<file path="config.mk">
export PLATFORM = sky130hd
export DESIGN_NAME = imu_frame_parser
export DESIGN_NICKNAME = d
export VERILOG_FILES = /design/src/rtl/imfp_pkg.sv /design/src/rtl/imfp_in_reg.sv /design/src/rtl/imfp_core.sv /design/src/rtl/imu_frame_parser.sv
export VERILOG_INCLUDE_DIRS = /design/src /design/src/rtl
export SDC_FILE = /design/constraint.sdc
export NUM_CORES = 1
export LEC_CHECK = 0
export BUFFER_PORTS_ARGS = -buffer_cell sky130_fd_sc_hd__buf_2
export CAP_MARGIN = 20
export CORE_MARGIN = 3
export CORE_UTILIZATION = 39
export DETAILED_ROUTE_END_ITERATION = 7
export GPL_TIMING_DRIVEN = 1
export SLEW_MARGIN = 10
export SYNTH_ARGS = -nofsm -noshare
export SYNTH_HDL_FRONTEND = slang
export SYNTH_HIERARCHICAL = 1
export SYNTH_SLANG_ARGS = --single-unit
</file>
<file path="constraint.sdc">
create_clock -name clk_i -period 4.79 [get_ports clk_i]
set_input_delay 0.2395 -clock clk_i [delete_from_list [all_inputs] [get_ports clk_i]]
set_output_delay 0.2395 -clock clk_i [all_outputs]
set_load 0.02 [all_outputs]
</file>
<file path="src/rtl/imu_frame_parser_macros.svh">
// assertion macros shared by the frame parser modules
`ifndef IMU_FRAME_PARSER_MACROS_SVH
`define IMU_FRAME_PARSER_MACROS_SVH

`ifndef SYNTH

// same-cycle implication, held off during reset
`define IMFP_ASSERT_IMP(lbl, clk, rst_n, ante, cons) \
  lbl: assert property (@(posedge clk) disable iff (!(rst_n)) (ante) |-> (cons)) \
    else $error("imu frame parser: assertion failed");

// next-cycle implication, held off during reset
`define IMFP_ASSERT_NXT(lbl, clk, rst_n, ante, cons) \
  lbl: assert property (@(posedge clk) disable iff (!(rst_n)) (ante) |=> (cons)) \
    else $error("imu frame parser: assertion failed");

`else

`define IMFP_ASSERT_IMP(lbl, clk, rst_n, ante, cons)
`define IMFP_ASSERT_NXT(lbl, clk, rst_n, ante, cons)

`endif

`endif

</file>
<file path="src/rtl/imfp_pkg.sv">
// types and constants shared by the frame parser modules
package imfp_pkg;

  localparam logic [7:0] HDR_BYTE = 8'h31;

  // byte position codes
  localparam logic [4:0] POS_HUNT       = 5'd0;
  localparam logic [4:0] POS_WORD_FIRST = 5'd1;
  localparam logic [4:0] POS_WORD_LAST  = 5'd20;
  localparam logic [4:0] POS_CSUM_HI    = 5'd21;
  localparam logic [4:0] POS_CSUM_LO    = 5'd22;

  // kept word slots
  localparam int unsigned NUM_SLOTS = 7;
  localparam logic [2:0] SLOT_ROLL       = 3'd0;
  localparam logic [2:0] SLOT_PITCH      = 3'd1;
  localparam logic [2:0] SLOT_YAW        = 3'd2;
  localparam logic [2:0] SLOT_ROLL_RATE  = 3'd3;
  localparam logic [2:0] SLOT_PITCH_RATE = 3'd4;
  localparam logic [2:0] SLOT_YAW_RATE   = 3'd5;
  localparam logic [2:0] SLOT_TICK       = 3'd6;

  // word indexes that bound the kept groups
  localparam logic [3:0] WIDX_ATT_LAST  = 4'd2;
  localparam logic [3:0] WIDX_RATE_BASE = 4'd6;
  localparam logic [3:0] WIDX_SKIPPED   = 4'd3;

  // one registered input byte
  typedef struct packed {
    logic       valid;
    logic [7:0] data;
  } beat_t;

  // one frame result
  typedef struct packed {
    logic signed [15:0] roll;
    logic signed [15:0] pitch;
    logic signed [15:0] yaw;
    logic signed [15:0] roll_rate;
    logic signed [15:0] pitch_rate;
    logic signed [15:0] yaw_rate;
    logic        [15:0] tick_stamp;
    logic               checksum_ok;
  } frame_t;

endpackage

</file>
<file path="src/rtl/imfp_in_reg.sv">
// input register for received bytes
`include "imu_frame_parser_macros.svh"

module imfp_in_reg
  import imfp_pkg::*;
(
  input  logic       clk_i,
  input  logic       rst_ni,
  input  logic       in_valid_i,
  output logic       in_stall_o,
  input  logic [7:0] rx_byte_i,
  input  logic       advance_i,
  output beat_t      beat_o
);

  logic       valid_q, valid_d;
  logic [7:0] data_q;
  logic       accept;

  // hold off the sender only while a beat waits on the parser
  assign in_stall_o = valid_q && !advance_i;
  assign accept     = in_valid_i && !in_stall_o;

  always_comb begin
    valid_d = valid_q;
    if (accept) begin
      valid_d = 1'b1;
    end else if (advance_i) begin
      valid_d = 1'b0;
    end
  end

  always_ff @(posedge clk_i or negedge rst_ni) begin
    if (!rst_ni) begin
      valid_q <= 1'b0;
    end else begin
      valid_q <= valid_d;
    end
  end

  // byte payload, no reset needed
  always_ff @(posedge clk_i) begin
    if (accept) begin
      data_q <= rx_byte_i;
    end
  end

  assign beat_o.valid = valid_q;
  assign beat_o.data  = data_q;

  `IMFP_ASSERT_IMP(a_adv_needs_beat, clk_i, rst_ni, advance_i, valid_q)
  `IMFP_ASSERT_NXT(a_accept_loads, clk_i, rst_ni, accept, valid_q && data_q == $past(rx_byte_i))
  `IMFP_ASSERT_NXT(a_stall_holds, clk_i, rst_ni, in_stall_o, valid_q && $stable(data_q))

endmodule

</file>
<file path="src/rtl/imfp_core.sv">
// frame position tracking, word capture, checksum and result register
`include "imu_frame_parser_macros.svh"

module imfp_core
  import imfp_pkg::*;
(
  input  logic   clk_i,
  input  logic   rst_ni,
  input  beat_t  beat_i,
  output logic   advance_o,
  output logic   out_valid_o,
  input  logic   out_stall_i,
  output frame_t frame_o
);

  logic [4:0]  pos_q, pos_d;
  logic [15:0] sum_q, sum_d;
  logic [7:0]  hi_q, hi_d;
  logic [7:0]  csum_hi_q, csum_hi_d;
  logic [15:0] words_q [NUM_SLOTS];
  logic [15:0] words_d [NUM_SLOTS];
  logic        out_valid_q, out_valid_d;
  frame_t      frame_q;

  logic        emit;
  logic        slot_free;
  logic        emit_fire;
  logic [15:0] word;
  logic [15:0] rx_sum;
  logic [3:0]  widx;
  logic        keep;
  logic [2:0]  slot;

  // word index to store slot; middle words are dropped
  always_comb begin
    widx = pos_q[4:1] - 4'd1;
    keep = 1'b0;
    slot = SLOT_ROLL;
    if (widx <= WIDX_ATT_LAST) begin
      keep = 1'b1;
      slot = widx[2:0];
    end else if (widx >= WIDX_RATE_BASE) begin
      keep = 1'b1;
      slot = 3'(widx - WIDX_SKIPPED);
    end
  end

  assign word   = {hi_q, beat_i.data};
  assign rx_sum = {csum_hi_q, beat_i.data};

  // next state for one byte
  always_comb begin
    pos_d     = pos_q;
    sum_d     = sum_q;
    hi_d      = hi_q;
    csum_hi_d = csum_hi_q;
    words_d   = words_q;
    emit      = 1'b0;
    case (pos_q)
      POS_HUNT: begin
        if (beat_i.data == HDR_BYTE) begin
          sum_d = {8'h00, HDR_BYTE};
          pos_d = POS_WORD_FIRST;
        end
      end
      POS_CSUM_HI: begin
        csum_hi_d = beat_i.data;
        pos_d     = POS_CSUM_LO;
      end
      POS_CSUM_LO: begin
        emit  = 1'b1;
        pos_d = POS_HUNT;
      end
      default: begin
        if (pos_q inside {[POS_WORD_FIRST:POS_WORD_LAST]}) begin
          if (pos_q[0]) begin
            hi_d = beat_i.data;
          end else begin
            sum_d = sum_q + word;
            if (keep) begin
              words_d[slot] = word;
            end
          end
          pos_d = pos_q + 5'd1;
        end else begin
          pos_d = POS_HUNT;
        end
      end
    endcase
  end

  // a byte that ends a frame waits for a free result slot
  assign slot_free = !out_valid_q || !out_stall_i;
  assign advance_o = beat_i.valid && (!emit || slot_free);
  assign emit_fire = advance_o && emit;

  always_comb begin
    out_valid_d = out_valid_q && out_stall_i;
    if (emit_fire) begin
      out_valid_d = 1'b1;
    end
  end

  // parser state
  always_ff @(posedge clk_i or negedge rst_ni) begin
    if (!rst_ni) begin
      pos_q       <= POS_HUNT;
      sum_q       <= '0;
      hi_q        <= '0;
      csum_hi_q   <= '0;
      out_valid_q <= 1'b0;
      for (int i = 0; i < NUM_SLOTS; i++) begin
        words_q[i] <= '0;
      end
    end else begin
      out_valid_q <= out_valid_d;
      if (advance_o) begin
        pos_q     <= pos_d;
        sum_q     <= sum_d;
        hi_q      <= hi_d;
        csum_hi_q <= csum_hi_d;
        words_q   <= words_d;
      end
    end
  end

  // result register
  always_ff @(posedge clk_i) begin
    if (emit_fire) begin
      frame_q.roll        <= words_q[SLOT_ROLL];
      frame_q.pitch       <= words_q[SLOT_PITCH];
      frame_q.yaw         <= words_q[SLOT_YAW];
      frame_q.roll_rate   <= words_q[SLOT_ROLL_RATE];
      frame_q.pitch_rate  <= words_q[SLOT_PITCH_RATE];
      frame_q.yaw_rate    <= words_q[SLOT_YAW_RATE];
      frame_q.tick_stamp  <= words_q[SLOT_TICK];
      frame_q.checksum_ok <= (rx_sum == sum_q);
    end
  end

  assign out_valid_o = out_valid_q;
  assign frame_o     = frame_q;

  `IMFP_ASSERT_IMP(a_pos_range, clk_i, rst_ni, 1'b1, pos_q <= POS_CSUM_LO)
  `IMFP_ASSERT_NXT(a_emit_rehunt, clk_i, rst_ni, emit_fire, out_valid_q && pos_q == POS_HUNT)
  `IMFP_ASSERT_NXT(a_hunt_skip, clk_i, rst_ni,
                   advance_o && pos_q == POS_HUNT && beat_i.data != HDR_BYTE,
                   pos_q == POS_HUNT)

endmodule

</file>
<file path="src/rtl/imu_frame_parser.sv">
// top level of the inertial sensor frame parser
//
// Input channel: one received byte per beat on rx_byte_i, handshake
// in_valid_i / in_stall_o. Output channel: one frame result per beat on
// the roll_o .. checksum_ok_o ports, handshake out_valid_o / out_stall_i.
// A beat moves at a clock edge where valid is high and stall is low.
// The parser hunts for header byte 0x31, then takes ten big-endian words
// (three attitude, three dropped acceleration, three rates, one tick)
// and a big-endian checksum. A frame is delivered on every checksum low
// byte; checksum_ok_o tells whether header plus words matched it.
// Throughput: one byte per cycle while no frame-closing byte waits on
// a full, stalled result register, set by the combinational position and
// word-sum update between the input register and the result register.
// The result register loads from the checksum byte in the input register.
// Reset clears the position to hunting, the sums and the stored words.
// While the result register is full and stalled, the byte that closes
// the next frame waits in the input register and in_stall_o rises; all
// other bytes keep flowing.
module imu_frame_parser
  import imfp_pkg::*;
(
  input  logic               clk_i,
  input  logic               rst_ni,
  input  logic               in_valid_i,
  output logic               in_stall_o,
  input  logic        [7:0]  rx_byte_i,
  output logic               out_valid_o,
  input  logic               out_stall_i,
  output logic signed [15:0] roll_o,
  output logic signed [15:0] pitch_o,
  output logic signed [15:0] yaw_o,
  output logic signed [15:0] roll_rate_o,
  output logic signed [15:0] pitch_rate_o,
  output logic signed [15:0] yaw_rate_o,
  output logic        [15:0] tick_stamp_o,
  output logic               checksum_ok_o
);

  beat_t  beat;
  logic   advance;
  frame_t frame;

  // input byte register
  imfp_in_reg u_in_reg (
    .clk_i      (clk_i),
    .rst_ni     (rst_ni),
    .in_valid_i (in_valid_i),
    .in_stall_o (in_stall_o),
    .rx_byte_i  (rx_byte_i),
    .advance_i  (advance),
    .beat_o     (beat)
  );

  // parser and result register
  imfp_core u_core (
    .clk_i       (clk_i),
    .rst_ni      (rst_ni),
    .beat_i      (beat),
    .advance_o   (advance),
    .out_valid_o (out_valid_o),
    .out_stall_i (out_stall_i),
    .frame_o     (frame)
  );

  assign roll_o        = frame.roll;
  assign pitch_o       = frame.pitch;
  assign yaw_o         = frame.yaw;
  assign roll_rate_o   = frame.roll_rate;
  assign pitch_rate_o  = frame.pitch_rate;
  assign yaw_rate_o    = frame.yaw_rate;
  assign tick_stamp_o  = frame.tick_stamp;
  assign checksum_ok_o = frame.checksum_ok;

endmodule
</file>
* After elaboration in Yosys (flattened, before gate mapping)
Cells that the tools add are included.
Storage, ports and cells: bits in registers 272, memory bits (read-only) 0, latch bits 0, word-level logic and storage cells 84, output and inout bits 115, memories 0, RAM bits 0, input bits 12
Cells by class: order comparisons 6, eq/ne operators 6, shift-type cells 0, reduce and logical (&&, ||, !) cells 24, add/sub/neg operators 4, bitwise logic cells 4, muxes and demuxes 18, $mul 0, div/mod/pow operators 0
Operator list (number):
- bitwise mux 112 bit | 1
- 2-to-1 mux 16 bit | 4
- demux 16 bit (select 3 bit) | 1
- one-hot mux 16 bit (2 select lines) | 1
- adder 16 bit | 1
- == test 16 bit | 1
- one-hot mux 5 bit (3 select lines) | 1
- == test 5 bit, second input constant | 2
- 2-to-1 mux 5 bit | 2
- AND reduction 5 bit | 2
- == test 8 x 6 -> 1 bit, second input constant | 1
- logical AND 1 bit | 7
- 2-to-1 mux 1 bit | 6
- 2-to-1 mux 3 bit | 2
- adder 5 x 1 -> 5 bit, second input constant | 1
- greater-or-equal comparator 5 x 1 -> 1 bit, second input constant | 1
- less-or-equal comparator 5 bit, second input constant | 1
- logical NOT 1 bit | 5
- logical NOT 5 bit | 1
- greater-or-equal comparator 4 x 3 -> 1 bit, second input constant | 1
- greater-or-equal comparator 4 bit, second input constant | 1
- less-or-equal comparator 4 x 2 -> 1 bit, second input constant | 1
- < comparator 4 x 1 -> 1 bit, second input constant | 1
- inverter 3 -> 4 bit | 1
- 11 further kinds | 16

* Longest topological paths before layout
Gate-level depths: netlist of run 1.
depth in word-level cells 10, depth in mapped cells 13, depth with buffers taken out 10

* Modules after synthesis
The synthesis of run 1 kept the hierarchy.
By module, submodules not included:
- imfp_core | seq. area each 7146.9 um2, cells an instance 659, area an instance 10460.0 um2, times used 1
- imfp_in_reg | seq. area each 265.3 um2, cells an instance 14, area an instance 305.3 um2, times used 1

* Least setup slack after synthesis of run 1
No wires, ideal clock.
kind register to register, start reg u_core.pos_q[0], end reg u_core.frame_q (netlist bit u_core/frame_o[0]), enable pin, setup time 0.487 ns, clock period less this slack 4.422 ns, slack 0.368 ns, data required time 4.303 ns, cell stages (with the launch flop) 7, path buffers 0, arrival 3.936 ns, cells stage by stage dfrtp_1 > inv_1 > ha_1 > nand3_1 > o21ai_0 > inv_1 > and3_1
On the way: longest elaborated chain between the ends 6
Ends and longest elaborated chain:
- start: declaration | RTL line imfp_core.sv:16 | logic [4:0] pos_q, pos_d;
- start signal: assignment | RTL line imfp_core.sv:118 | pos_q <= pos_d;
- == test 5 bit | RTL line imfp_core.sv:59 | case (pos_q)
- 2-to-1 mux 1 bit | RTL line imfp_core.sv:59
- logical NOT 1 bit | RTL line imfp_core.sv:94 | assign advance_o = beat_i.valid && (!emit || slot_free);
- logical OR 1 bit | RTL line imfp_core.sv:94
- logical AND 1 bit | RTL line imfp_core.sv:94
- via advance | RTL line imu_frame_parser.sv:40 | logic advance;
- logical AND 1 bit | RTL line imfp_core.sv:95 | assign emit_fire = advance_o && emit;
- via u_core.emit_fire | RTL line imfp_core.sv:27 | logic emit_fire;
- end: declaration | RTL line imfp_core.sv:23 | frame_t frame_q;
The timed path passes the listed nets, and every way through them passes these cells. A chain may end at the register's enable or synchronous reset.

* Worst setup path in the final report of run 1
start reg u_core.pos_q[1], end reg u_core/words_q[73] (netlist bit)
On the way: longest elaborated chain between the ends 10, elaborated cells between the ends (all ways) 28, classes of those cells add/sub (2); order compare (6); eq/ne (2); mux (8); bitwise (2); reduce/logical (8)
Ends and longest elaborated chain:
- subtractor 4 x 1 -> 4 bit | RTL line imfp_core.sv:36 | widx = pos_q[4:1] - 4'd1;
- greater-or-equal comparator 4 x 3 -> 1 bit or subtractor 3 x 2 -> 3 bit (tied branches) | RTL line imfp_core.sv:42, imfp_core.sv:44
- 2-to-1 mux 3 bit | RTL line imfp_core.sv:42 | end else if (widx >= WIDX_RATE_BASE) begin
- 2-to-1 mux 3 bit | RTL line imfp_core.sv:39 | if (widx <= WIDX_ATT_LAST) begin
- inverter 3 -> 4 bit (implied by the code) | RTL line imfp_core.sv:81 | words_d[slot] = word;
- greater-or-equal comparator 4 bit (implied by the code) or < comparator 4 x 1 -> 1 bit (tied branches) | RTL line imfp_core.sv:81
- logical AND 1 bit (implied by the code) | RTL line imfp_core.sv:81
- 2-to-1 mux 16 bit (implied by the code) | RTL line imfp_core.sv:81
- demux 16 bit (select 3 bit) | RTL line imfp_core.sv:81
- bitwise mux 112 bit | RTL line imfp_core.sv:81
- end signal: assignment | RTL line imfp_core.sv:122 | words_q <= words_d;
- end: declaration | RTL line imfp_core.sv:20 | logic [15:0] words_q [NUM_SLOTS];
Parallel ways exist; a longest one is shown, timed or not.

==> reports/metrics.yaml, run 1 <==
global_route:
  grt_pass1_vias: 5953
  antenna_found_initial: 0
  grt.overflow.total: 0
  grt.total_usage_pct: 15.3
  grt_first_pass_wirelength_mm: 34.9
  grt_max_degree: 70
synth:
  postSynth.asyncResetShare_pct: 55.5
  synth_area_um2: 10800
  synthesis.instances: 673
  synth_top_area_share_pct: 35.1
  ys_seq_elements: 272
  synth.most_common_cell: "dfrtp_1"
  syn_area_per_cell_um2: 16.0
  synth_top_cell_by_area: "dfrtp_1"
  ys_warn_count: 6
  synth_top_flop_cell: "dfrtp_1"
  synthDistinctLibCells: 61
  yosysSeqAreaShare_pct: 68.9
  synth_area_leaders: "dfrtp_1 35%, edfxtp_1 34%, mux2_2 12%, ha_1 2.7%, mux2_4 1.4%"
  synth_commonest_cells: "151 x dfrtp_1, 121 x edfxtp_1, 114 x mux2_2"
  synth-edff-count: 121
  syn-num-nets: 709
route:
  routedWlPerCell_um: 19.2
  firstDrtPassIters: 4
  drcViolationCount: 0
  drt_iter0_drc: 401
  ant_nets: 0
  viasPerCell: 5.07
  routed_wl_mm: 22.7
  num_vias: 6002
floorplan:
  ios: 127
  die_h_um: 172
  core_um2: 27000
  start_util_pct: 39.8
  rows: 60
  die_w_um: 172
  dieArea_um2: 29600
timing:
  hold_ws_ns: 0.237
  fin_skew_ns: 0.0117
  max_slew_margin_pct: 28.8
  fin_tns_setup_ns: 0
  rsz0062_at_grt: "no"
  slew_violations: 0
  setup_viol: 0
  post-route-period-util_pct: 73.3
  tightest_slew_ns: 1.07
  fmax_mhz: 285
  fin_crit_ns: 3.51
  final_hold_viol_count: 0
setup_path:
  cp_max_fo: 16
  end_kind: "flop"
  arrival_ns: 3.94
  crit_required_ns: 5.22
  reg2reg_to: "u_core/words_q[73]"
  r2r.worst_path.cells: 9
  r2r-start: "u_core/pos_q[1]"
  start_kind: "flop"
  path_class: "flop to flop"
  rrSetupSlack_ns: 1.28
clock_network:
  htreeDepth: 1
  cts_tree: "done"
  clock_latency_ns: 0.55
  path_clk_slew_ns: 0.06
  post_cts_buffers: 0
  cts_made_buffers: 29
  clockBufferDepth: 3
  clock_sinks: 272
  clockRootBuffer: "clkbuf_16"
power:
  fin_total_pwr_uw: 8200
  power.density_nw_per_um2: 643
  p_seq_share_pct: 44.9
  power_frac_clock_pct: 26.4
  ir_drop_v: 0.000306
  power_switching_uw: 2590
  p_sw_share_pct: 31.6
  p_int_uw: 5610
  leakage_uw: 0.00537
  combPwrFrac_pct: 28.7
finish:
  diodes: 0
  area_growth_pct: 18.4
  drive_gt1_share_pct: 37.4
  nFillCells: 2380
  fin_nets: 855
min_path:
  hold_class: "input pin to async pin"
placed_design:
  io_buffers: 126
  dpl.hpwl_mm: 14.5
  gp_congestion: 0.813
run:
  drv_cap: 0
outcome:
  status: "finished clean"
==> final cells by class <==
cell class	instances	area [um^2]	area share, %
clock inverter	9	118	0.922
sequential	272	7410	58.1
multi-input combinational	362	3140	24.6
timing repair buffer	143	805	6.31
clock buffer	45	806	6.32
inverter	11	41.3	0.324
tap	341	427	3.35
==> repair_timing <==
action                    4_1_cts  5_1_grt
hold endpoints to repair       67        0
gates resized for setup         0        0
hold buffers                   11        0
==> metrics by stage <==
step,cells,utilization [%],instance area (um^2),worst slack (ns)
2_1_floorplan,673,-,10800,0.368
3_3_place_gp,1118,43.4,11700,1.30
3_5_place_dp,1118,43.4,11700,1.26
4_1_cts,1183,47.2,12700,1.24
5_1_grt,1183,47.2,12700,0.994
6_report,1183,47.2,12700,1.28
==> cell usage in the layout (no fill, tap or decap), drive strengths merged, types with 2 or more instances in the layout <==
cell	Yosys	final
a2111oi	3	3
a21o	4	4
a21oi	19	19
a22o	9	9
a31oi	5	5
and2	3	3
and3	4	4
buf	22	132
bufinv	0	2
clkbuf	6	45
clkinv	0	3
clkinvlp	0	3
dfrtp	151	151
dlygate4sd3	0	11
edfxtp	121	121
ha	23	23
inv	11	12
mux2	126	126
nand2	27	27
nand2b	9	9
nand3	11	11
nand3b	3	3
nand4	5	5
nor2	17	17
nor2b	4	4
nor3	9	9
nor4	5	5
nor4b	2	2
o211ai	4	4
o21a	3	3
o21ai	24	24
o31ai	2	2
o41ai	2	2
xnor2	17	17
xor2	8	8
==> sequential cells by signal, summed over array words and instances, names as in the netlist <==
name                count
u_core/words_q        112
u_in_reg/valid_q        1
u_core/pos_q            5
u_core/frame_o        113
u_core/out_valid_o      1
u_core/sum_q           16
u_core/hi_q             8
u_core/csum_hi_q        8
u_in_reg/data_q         8
==> metal layers <==
metal	GRT usage [%]	wire length (um)
met1	22.2	10700
met3	2.65	1180
met4	4.82	652
met2	23.5	10200
met5	0	0
==> cells by family after synthesis <==
logic type	count (synthesis)	synth area share, %
buffers and inverters	39	2.07
AND/OR/NAND/NOR	104	5.36
multiplexers	126	13.5
adder cells (fa/ha/maj)	24	2.86
AO/OA/AOI/OAI	83	5.23
flip-flops	272	68.9
XOR/XNOR	25	2.10
==> power by group through the flow <==
stage	clock (uW)	combinational, uW	sequential [uW]
floorplan	0	2020	3470
global placement	0	2300	3710
detailed placement	0	2350	3730
CTS	2230	2370	3690
global route	2320	2620	3780
finish	2160	2350	3680
==> worst max-delay path, stage by stage (launching register included) <==
cell and delay (ns):
dfrtp_1 0.58, inv_1 0.17, ha_1 0.29, xor2_2 0.29, nor3_1 0.08, a21o_1 0.19, a2111oi_4 0.41, nand2b_2 0.15
nor2_2 0.82, mux2_2 0.42
==> worst max-delay path by stage <==
| stage | cells after the start | to | start | slack [ns] |
|---|---|---|---|---|
| 2_1_floorplan | 6 | u_core/frame_o[0] | u_core/pos_q[0] | 0.37 |
| 3_3_place_gp | 9 | u_core/words_q[71] | u_core/pos_q[1] | 1.30 |
| 3_5_place_dp | 9 | u_core/words_q[77] | u_core/pos_q[1] | 1.26 |
| 4_1_cts | 9 | u_core/words_q[73] | u_core/pos_q[1] | 1.24 |
| 5_1_grt | 9 | u_core/words_q[68] | u_core/pos_q[1] | 0.99 |
| 6_report | 9 | u_core/words_q[73] | u_core/pos_q[1] | 1.28 |
(Power assumes the default switching activity.)
==> inputs of run 2 (changes only) <==
==> constraint.sdc (replaced) <==
create_clock -name clk_i -period 2.85 [get_ports clk_i]
set_input_delay 0.1425 -clock clk_i [delete_from_list [all_inputs] [get_ports clk_i]]
set_output_delay 0.1425 -clock clk_i [all_outputs]
set_load 0.02 [all_outputs]
==> reports/metrics.yaml, run 2 (same netlist as run 1, synthesis figures left out) <==
placed_design:
  io_buffers: 126  # unchanged
  dpl-instance-area_um2: 12200  # +4.4%
  gp_congestion: 0.863  # +6.2%
  dpl.hpwl_mm: 15.3  # +5.3%
timing:
  max_slew_margin_pct: 57.0  # +28 points
  tightest_slew_ns: 0.646  # -0.422 ns
  setup_viol: 0  # unchanged
  hold_ws_ns: 0.202  # -0.0357 ns
  post-route-period-util_pct: 94.5  # +21 points
  final_hold_viol_count: 0  # unchanged
  fmax_mhz: 371  # +30%
  rsz0062_at_grt: "no"
  slew_violations: 0  # unchanged
  fin_crit_ns: 2.69  # -0.818 ns
  fin_skew_ns: 0.0147  # +0.00306 ns
setup_path:
  crit_required_ns: 3.25  # -1.97 ns
  arrival_ns: 3.09  # -0.85 ns
  r2r.worst_path.cells: 11  # +2
  cp_max_fo: 15  # -1
  r2r-start: "u_core/pos_q[1]"
  path_class: "flop to flop"
  rrSetupSlack_ns: 0.16  # -1.12 ns
  start_kind: "flop"
  reg2reg_to: "u_core/words_q[42]"
  end_kind: "flop"
finish:
  final_cell_mix: "151 x dfrtp_1, 125 x buf_2, 121 x edfxtp_1"
  nFillCells: 2349  # -1.3%
  fin_nets: 910  # +6.4%
  design_area_um2: 13300  # +4.5%
  final_common_cell: "dfrtp_1"
  multi_input_area_um2: 3160  # +0.56%
  drive_gt1_share_pct: 42.8  # +5.4 points
  largest_reg_flops: 113  # unchanged
  area_growth_pct: 23.7
  postLayoutCoreUtil_pct: 49.3  # +2.1 points
  seqCellArea_um2: 7410  # unchanged
  diodes: 0  # unchanged
global_route:
  grt_max_degree: 68  # -2.9%
  grt.overflow.total: 0  # unchanged
  grt_pass1_vias: 6036  # +1.4%
  grt.total_usage_pct: 15.0  # -0.29 points
  antenna_found_initial: 0  # unchanged
  grt_first_pass_wirelength_mm: 34.7  # -0.59%
route:
  routed_wl_mm: 22.3  # -1.9%
  drt_iter0_drc: 482  # +20%
  ant_nets: 0  # unchanged
  firstDrtPassIters: 6  # +2
  routedWlPerCell_um: 18.0  # -6.0%
  drcViolationCount: 0  # unchanged
  viasPerCell: 5.01  # -1.3%
  num_vias: 6184  # +3.0%
floorplan:
  die_w_um: 172  # unchanged
  ios: 127  # unchanged
  rows: 60  # unchanged
  start_util_pct: 39.8  # unchanged
  core_um2: 27000  # unchanged
  dieArea_um2: 29600  # unchanged
  die_h_um: 172  # unchanged
clock_network:
  cts_made_buffers: 27  # -6.9%
  clockRootBuffer: "clkbuf_16"
  clockBufferDepth: 3  # unchanged
  cts_tree: "done"
  clock_sinks: 272  # unchanged
  clock_latency_ns: 0.52  # -0.03 ns
  htreeDepth: 1  # unchanged
  path_clk_slew_ns: 0.06  # about the same
  post_cts_buffers: 0  # unchanged
power:
  leakage_uw: 0.00571  # +6.3%
  ir_drop_v: 0.000492  # +61%
  fin_total_pwr_uw: 14400  # +76%
  power.density_nw_per_um2: 1080  # +68%
outcome:
  status: "finished clean"
min_path:
  hold_class: "input pin to async pin"
run:
  drv_cap: 0  # unchanged
## run 2: cell count changes in the layout (fill, tap and decap cells not counted), moves of 3 or more
cell       delta
buf_12        +7
buf_4        +49
bufinv_16     +3
clkbuf_1     -13
clkinv_2      +3
## run 2: worst max path at each step
stage / startpoint / endpoint / slack (ns) / depth (start not counted)
6_report: u_core/pos_q[1] / u_core/words_q[42] / 0.16 / 11
5_1_grt: u_core/pos_q[1] / u_core/words_q[34] / 0.002 / 12
4_1_cts: u_core/pos_q[1] / u_core/words_q[11] / 0.04 / 11
3_5_place_dp: u_core/pos_q[1] / u_core/words_q[73] / -0.21 / 9
3_3_place_gp: u_core/pos_q[1] / u_core/words_q[75] / -0.11 / 9
2_1_floorplan: u_core/pos_q[1] / u_core/words_q[54] / 0.002 / 11
## run 2: stage by stage
step / instances / worst slack [ns] / setup TNS (ns)
after global routing: 1235 / 0.00230 / 0
final: 1235 / 0.156 / 0
after floorplan: 673 / 0.00234 / 0
after detailed placement: 1175 / -0.209 / -3.14
after CTS: 1235 / 0.0399 / 0
after global placement: 1175 / -0.109 / -1.72
## run 2: what timing repair did
item / in CTS / in global routing
setup endpoints to repair: 16 / 88
endpoints found under the hold margin: 74 / 0
resized for setup: 1 / 7
pin swaps: 0 / 3
hold buffers: 11 / 0
## run 2: critical path, stage by stage, from the launching register on
cell,delay (ns)
dfrtp_1,0.38
buf_4,0.16
ha_1,0.21
o211ai_1,0.20
a21o_1,0.17
nand3_2,0.13
a2111oi_4,0.33
nand2b_4,0.10
buf_4,0.16
nand2b_1,0.20
buf_12,0.21
mux2_4,0.30
## run 2: area by class of cell
cell class                      instances  share of cell area [%]
Multi-Input combinational cell        362                    23.7
Clock buffer                           32                    5.51
Clock inverter                         17                    1.67
Tap cell                              341                    3.20
Inverter                               11                   0.310
Timing Repair Buffer                  200                    9.94
Sequential cell                       272                    55.6
## run 2: where the power goes
| group | switching, uW | total [uW] | internal, uW | leakage, uW |
|---|---|---|---|---|
| logic | 2280 | 4720 | 2440 | 0.00221 |
| registers | 649 | 5960 | 5310 | 0.00304 |
| clock network | 1450 | 3740 | 2290 | 0.000463 |
| total | 4380 | 14400 | 10000 | 0.00571 |
## run 2: metal layers
metal / routed length [um] / up-vias / GRT usage [%] / share of wire (%)
li1: - / 2896 / - / -
met5: 0 / - / 0 / 0
met4: 413 / 0 / 3.68 / 1.9
met3: 990 / 31 / 2.13 / 4.4
met2: 10100 / 170 / 23.2 / 45
met1: 10800 / 3087 / 22.5 / 48
